===== src/sv/mvr_pkg.sv =====
// ----------------------------------------------------------------------------
// mvr_pkg
// Shared types and codes for the matrix-vector residual block
// ----------------------------------------------------------------------------
package mvr_pkg;

	// item kinds carried on the input tuser
	typedef enum logic [1:0] {
		ACT_LOAD_A  = 2'd0,
		ACT_LOAD_X  = 2'd1,
		ACT_LOAD_B  = 2'd2,
		ACT_COMPUTE = 2'd3
	} action_t;

	localparam int unsigned IDX_BITS  = 4;
	localparam int unsigned DATA_BITS = 32;
	localparam int unsigned SIZE_BITS = 5;
	localparam int unsigned ACC_BITS  = 64;
	localparam int unsigned FRAC_BITS = 16;

	// controller to datapath
	typedef struct packed {
		logic issue;     // read one a/x pair this cycle
		logic first;     // first column of a row
		logic last;      // last column of a row
		logic last_row;  // row being issued is the final one
		logic wr_a;
		logic wr_x;
		logic wr_b;
	} cmd_t;

	// datapath to controller
	typedef struct packed {
		logic row_done;  // a row result enters the output register
		logic out_free;  // output register empty or emptied this cycle
	} stat_t;

endpackage


===== src/sv/mvr_ctrl.sv =====
// ----------------------------------------------------------------------------
// mvr_ctrl
// Sequencer: takes items and the order register, walks rows and columns
// ----------------------------------------------------------------------------
module mvr_ctrl #(
	parameter int unsigned MAX_ORDER = 16,
	parameter int unsigned IW        = 4,
	parameter int unsigned CW        = 5
) (
	input  logic                            clk,
	input  logic                            arst_n,
	input  logic                            cfg_valid,
	input  logic [mvr_pkg::SIZE_BITS-1:0]   cfg_data,
	input  logic                            s_tvalid,
	output logic                            s_tready,
	input  logic [1:0]                      action,
	input  logic [mvr_pkg::IDX_BITS-1:0]    ld_row,
	input  logic [mvr_pkg::IDX_BITS-1:0]    ld_col,
	output logic [IW-1:0]                   rd_row,
	output logic [IW-1:0]                   rd_col,
	output mvr_pkg::cmd_t                   cmd,
	input  mvr_pkg::stat_t                  stat
);

	typedef enum logic [3:0] {
		ST_IDLE  = 4'b0001,
		ST_START = 4'b0010,
		ST_ISSUE = 4'b0100,
		ST_DRAIN = 4'b1000
	} state_t;

	localparam logic [6:0] MaxOrd = 7'(MAX_ORDER);

	state_t                         state_q;
	logic [IW-1:0]                  i_q;
	logic [IW-1:0]                  j_q;
	logic [CW-1:0]                  n_q;
	logic [mvr_pkg::SIZE_BITS-1:0]  size_q;
	logic [CW-1:0]                  n_eff;
	logic                           accept;
	logic                           col_last;
	logic                           row_last;
	logic                           row_ok;
	logic                           col_ok;
	logic                           is_compute;

	// order 0 acts as 1, anything above the store size as the store size
	always_comb begin
		if (size_q == '0) begin
			n_eff = CW'(1);
		end else if ({2'b00, size_q} > MaxOrd) begin
			n_eff = CW'(MAX_ORDER);
		end else begin
			n_eff = CW'(size_q);
		end
	end

	assign s_tready   = (state_q == ST_IDLE);
	assign accept     = s_tvalid && s_tready;
	assign col_last   = (CW'(j_q) + CW'(1)) == n_q;
	assign row_last   = (CW'(i_q) + CW'(1)) == n_q;
	assign row_ok     = {3'b000, ld_row} < MaxOrd;
	assign col_ok     = {3'b000, ld_col} < MaxOrd;
	assign is_compute = (action == mvr_pkg::ACT_COMPUTE);

	assign rd_row = i_q;
	assign rd_col = j_q;

	always_comb begin
		cmd          = '0;
		cmd.issue    = (state_q == ST_ISSUE);
		cmd.first    = (j_q == '0);
		cmd.last     = col_last;
		cmd.last_row = row_last;
		if (accept) begin
			unique case (action)
				mvr_pkg::ACT_LOAD_A: cmd.wr_a = row_ok && col_ok;
				mvr_pkg::ACT_LOAD_X: cmd.wr_x = row_ok;
				mvr_pkg::ACT_LOAD_B: cmd.wr_b = row_ok;
				default: ;
			endcase
		end
	end

	always_ff @(posedge clk or negedge arst_n) begin
		if (!arst_n) begin
			size_q <= mvr_pkg::SIZE_BITS'(16);
		end else if (cfg_valid) begin
			size_q <= cfg_data;
		end
	end

	always_ff @(posedge clk or negedge arst_n) begin
		if (!arst_n) begin
			state_q <= ST_IDLE;
			i_q     <= '0;
			j_q     <= '0;
			n_q     <= CW'(1);
		end else begin
			unique case (state_q)
				ST_IDLE: begin
					if (accept && is_compute) begin
						n_q     <= n_eff;
						i_q     <= '0;
						state_q <= ST_START;
					end
				end
				// one row in flight at a time, started only into a free output slot
				ST_START: begin
					if (stat.out_free) begin
						j_q     <= '0;
						state_q <= ST_ISSUE;
					end
				end
				ST_ISSUE: begin
					j_q <= j_q + IW'(1);
					if (col_last) begin
						state_q <= ST_DRAIN;
					end
				end
				ST_DRAIN: begin
					if (stat.row_done) begin
						if (row_last) begin
							state_q <= ST_IDLE;
						end else begin
							i_q     <= i_q + IW'(1);
							state_q <= ST_START;
						end
					end
				end
				default: state_q <= ST_IDLE;
			endcase
		end
	end

endmodule


===== config.mk =====
export PLATFORM = sky130hd
export DESIGN_NAME = mvr_ctrl
export DESIGN_NICKNAME = d
export VERILOG_FILES = /design/src/sv/mvr_pkg.sv /design/src/sv/mvr_ctrl.sv
export SDC_FILE = /design/constraint.sdc
export NUM_CORES = 1
export LEC_CHECK = 0
export ABC_AREA = 0
export BUFFER_PORTS_ARGS = -buffer_cell sky130_fd_sc_hd__buf_4
export CAP_MARGIN = 20
export CORE_UTILIZATION = 50
export DETAILED_ROUTE_END_ITERATION = 10
export PLACE_DENSITY_LB_ADDON = 0.2
export SKIP_LAST_GASP = 1
export SLEW_MARGIN = 20
export SYNTH_ARGS = -nofsm -noshare
export SYNTH_HDL_FRONTEND = slang
export SYNTH_SLANG_ARGS = --single-unit

===== constraint.sdc =====
create_clock -name clk -period 2.3 [get_ports clk]
set_input_delay 0.23 -clock clk [delete_from_list [all_inputs] [get_ports clk]]
set_output_delay 0.23 -clock clk [all_outputs]
set_load 0.005 [all_outputs]

==> reports/qor.yml <==
min_path_cells: 2
yosysSeqAreaShare_pct: 43.6
max_freq_mhz: 458
syn_area_per_cell_sq_um: 9.93
antennaDiodeCount: 0
firstDrtPassIters: 4
finalMaxSlewViolations: 0
yosys.area_share.adder_pct: 2.95
maxSlewHeadroom_pct: 64.2
yosys.area.top_type: "dfrtp_1"
dp_hpwl_microns: 1850
synthTopCellsByArea: "dfrtp_1 (37%), dfstp_2 (6.2%), mux2_2 (5.3%), nand2_1 (5.0%), xnor2_1 (4.8%)"
cts_tree: "yes"
powerDensity_nw_per_um2: 657
viasPerCell: 5.57
cts-root-buf: "clkbuf_4"
wire_per_inst_microns: 13.1
period_share_pct: 95.0
worst_pin_slew_ps: 529
clkTransAtPathRegs_ps: 120
area_growth_pct: 24.1
ir_drop_mv: 0.597
htreeDepth: 1
final_hold_viol_count: 0
synthDistinctLibCells: 36
final-setup-viol-count: 0
syn_nets: 152
synth_compound_area_share_pct: 14.7
min_to: "size_q[1]$_DFFE_PN0P_"
dr_wl_met2_microns: 1230
fin_util_pct: 68.7
ff2ff_setup_slack_ps: 230
rsz0062_at_grt: "yes"
post-route-min-period_ps: 2190
arrival_ps: 1960
hold_path.class: "in2reg"
clock_skew_ps: 2.37
grt_max_degree: 23
fin_cells: 188
yosysMostFrequentCell: "dfrtp_1"
synth_top_area_share_pct: 37.4
p_leak_nw: 0.724
die_h_microns: 52.4
r2r_start: "rd_row[0]$_DFFE_PN0P_"
yosys_warnings: 0
met3WireLength_microns: 100
synth_edf_count: 0
rr_worst_depth: 7
grt-ovfl-total: 0
synth_xor_area_share_pct: 8.27
maxCapViolations: 0
drive_above_1_share_pct: 31.3
grt_util_all_layers_pct: 20.5
ys_ff_latch: 22
synthArstFlopShare_pct: 100
grt_pass1_wl_microns: 4220
synth_commonest_cells: "dfrtp_1 (19), nand2_1 (17), o21ai_0 (11)"
netlist_area_sq_um: 1270
wl_met1_microns: 1130
hold_start: "cfg_data[1]"
routabilityCongestion: 0.811
cp-start-kind: "register"
core_sq_um: 2300
finalSetupTns_ps: 0
drc: 0
start_util_pct: 55.3
status: "finished clean"
num_vias: 1047
wirelength_microns: 2460
cp.required_ps: 2070
synth-main-ff-cell: "dfrtp_1"
ant_nets: 0
cts_sinks: 22
top_layer_used: "met3"
synth_top_family_by_area: "simple AND/OR/NAND/NOR gates"
netlist_instances: 128
io_buffer_count: 28
worst_setup_path_end_kind: "output port"
insertion_delay_ps: 310
synth_mux_area_share_pct: 6.89
grt_pass1_vias: 980
dieArea_sq_um: 2750
die_width_microns: 52.4
cts_buffers: 3
crit_type: "reg2out"
cts_buffer_depth: 2
rows: 17
crit_path_max_fanout: 6
nNetsFinal: 185
antenna_found_initial: 0
place_inst: 182
drtIter0Drc: 16
io_pins: 37
synth-simple-area-share_pct: 21.0
r2r-end: "state_q[1]$_DFFE_PN0P_"
placed cells by master, fill, tap and decap left out, types with 2 or more instances in the layout:
cell type	instances
xor2_1	5
buf_4	30
a21o_1	3
nand2_1	17
o21a_1	2
ha_1	3
dfstp_2	3
nor2_1	5
dfrtp_1	17
inv_1	4
nand2b_1	5
clkbuf_4	3
nor3b_1	3
nor2b_1	2
o21ai_0	11
nor3_1	4
xnor2_1	7
a21oi_1	2
mux2_2	6
mux2i_1	2
dfrtp_2	2
nand3_1	7
worst max-delay path, cell delays in order, from the launching register on:
cell,delay [ps]
dfrtp_2,470
ha_1,250
nand2b_1,190
a21o_1,220
a2111oi_4,340
buf_4,170
what timing repair did:
item	in CTS	in global routing
gates resized for setup	0	2
pin swaps	1	0
endpoints found under the setup margin	1	2
setup buffers	1	0
hold endpoints to repair	19	0
hold buffers	1	0
flip-flops by register name, summed over array words and instances (netlist names):
name     cells
n_q          5
size_q       5
rd_col       4
rd_row       4
state_q      4
report_power, final:
part           switching, mW  total (mW)  leakage [nW]  internal (mW)
Clock                  0.118       0.294        0.0279          0.176
Combinational          0.104       0.245         0.424          0.141
Sequential            0.0617       0.498         0.272          0.436
worst max path at each step:
| stage | to | cells past startpoint | slack [ps] | start |
|---|---|---|---|---|
| 6_report | cmd[3] | 5 | 110 | rd_row[0]$_DFFE_PN0P_ |
| 5_1_grt | cmd[4] | 6 | -4 | rd_col[0]$_DFFE_PN0P_ |
| 4_1_cts | cmd[3] | 5 | 110 | rd_row[0]$_DFFE_PN0P_ |
| 3_5_place_dp | state_q[1]$_DFFE_PN0P_ | 6 | 180 | rd_row[0]$_DFFE_PN0P_ |
| 3_3_place_gp | state_q[1]$_DFFE_PN0P_ | 6 | 250 | rd_row[0]$_DFFE_PN0P_ |
| 2_1_floorplan | state_q[1]$_DFFE_PN0P_ | 6 | 350 | rd_row[0]$_DFFE_PN0P_ |
logic make-up (layout without fill, tap and decap cells):
group           after synthesis  in the layout
simple gates                 50             50
compound gates               26             26
flops                        22             22
xor+xnor                     12             12
mux                           8              8
buf+inv                       7             39
fa+ha+maj                     3              3
metal layers:
layer	vias up	GRT usage, %
met2	23	35.0
met4	0	2.63
met5	-	0
met1	510	26.7
met3	0	5.22
li1	514	-
final cells by class:
| type | count | area (sq um) |
|---|---|---|
| fill | 188 | 719 |
| sequential | 22 | 557 |
| clock buffer | 3 | 22.5 |
| multi-input combinational | 99 | 683 |
| inverter | 4 | 15.0 |
| clock inverter | 1 | 30.0 |
| timing repair buffer | 31 | 235 |
| tap | 28 | 35.0 |
stage by stage:
stage | setup WS (ps) | hold slack, ps | total power, mW | instance area [sq um]
3_3_place_gp | 245 | 132 | 0.736 | 1510
6_report | 114 | 145 | 1.04 | 1580
5_1_grt | -4.45 | 117 | 1.10 | 1580
2_1_floorplan | 348 | -65.6 | 0.651 | 1270
3_5_place_dp | 180 | 132 | 0.747 | 1510
4_1_cts | 108 | 141 | 1.04 | 1580
Note: power is estimated with default switching activity, not from simulation.
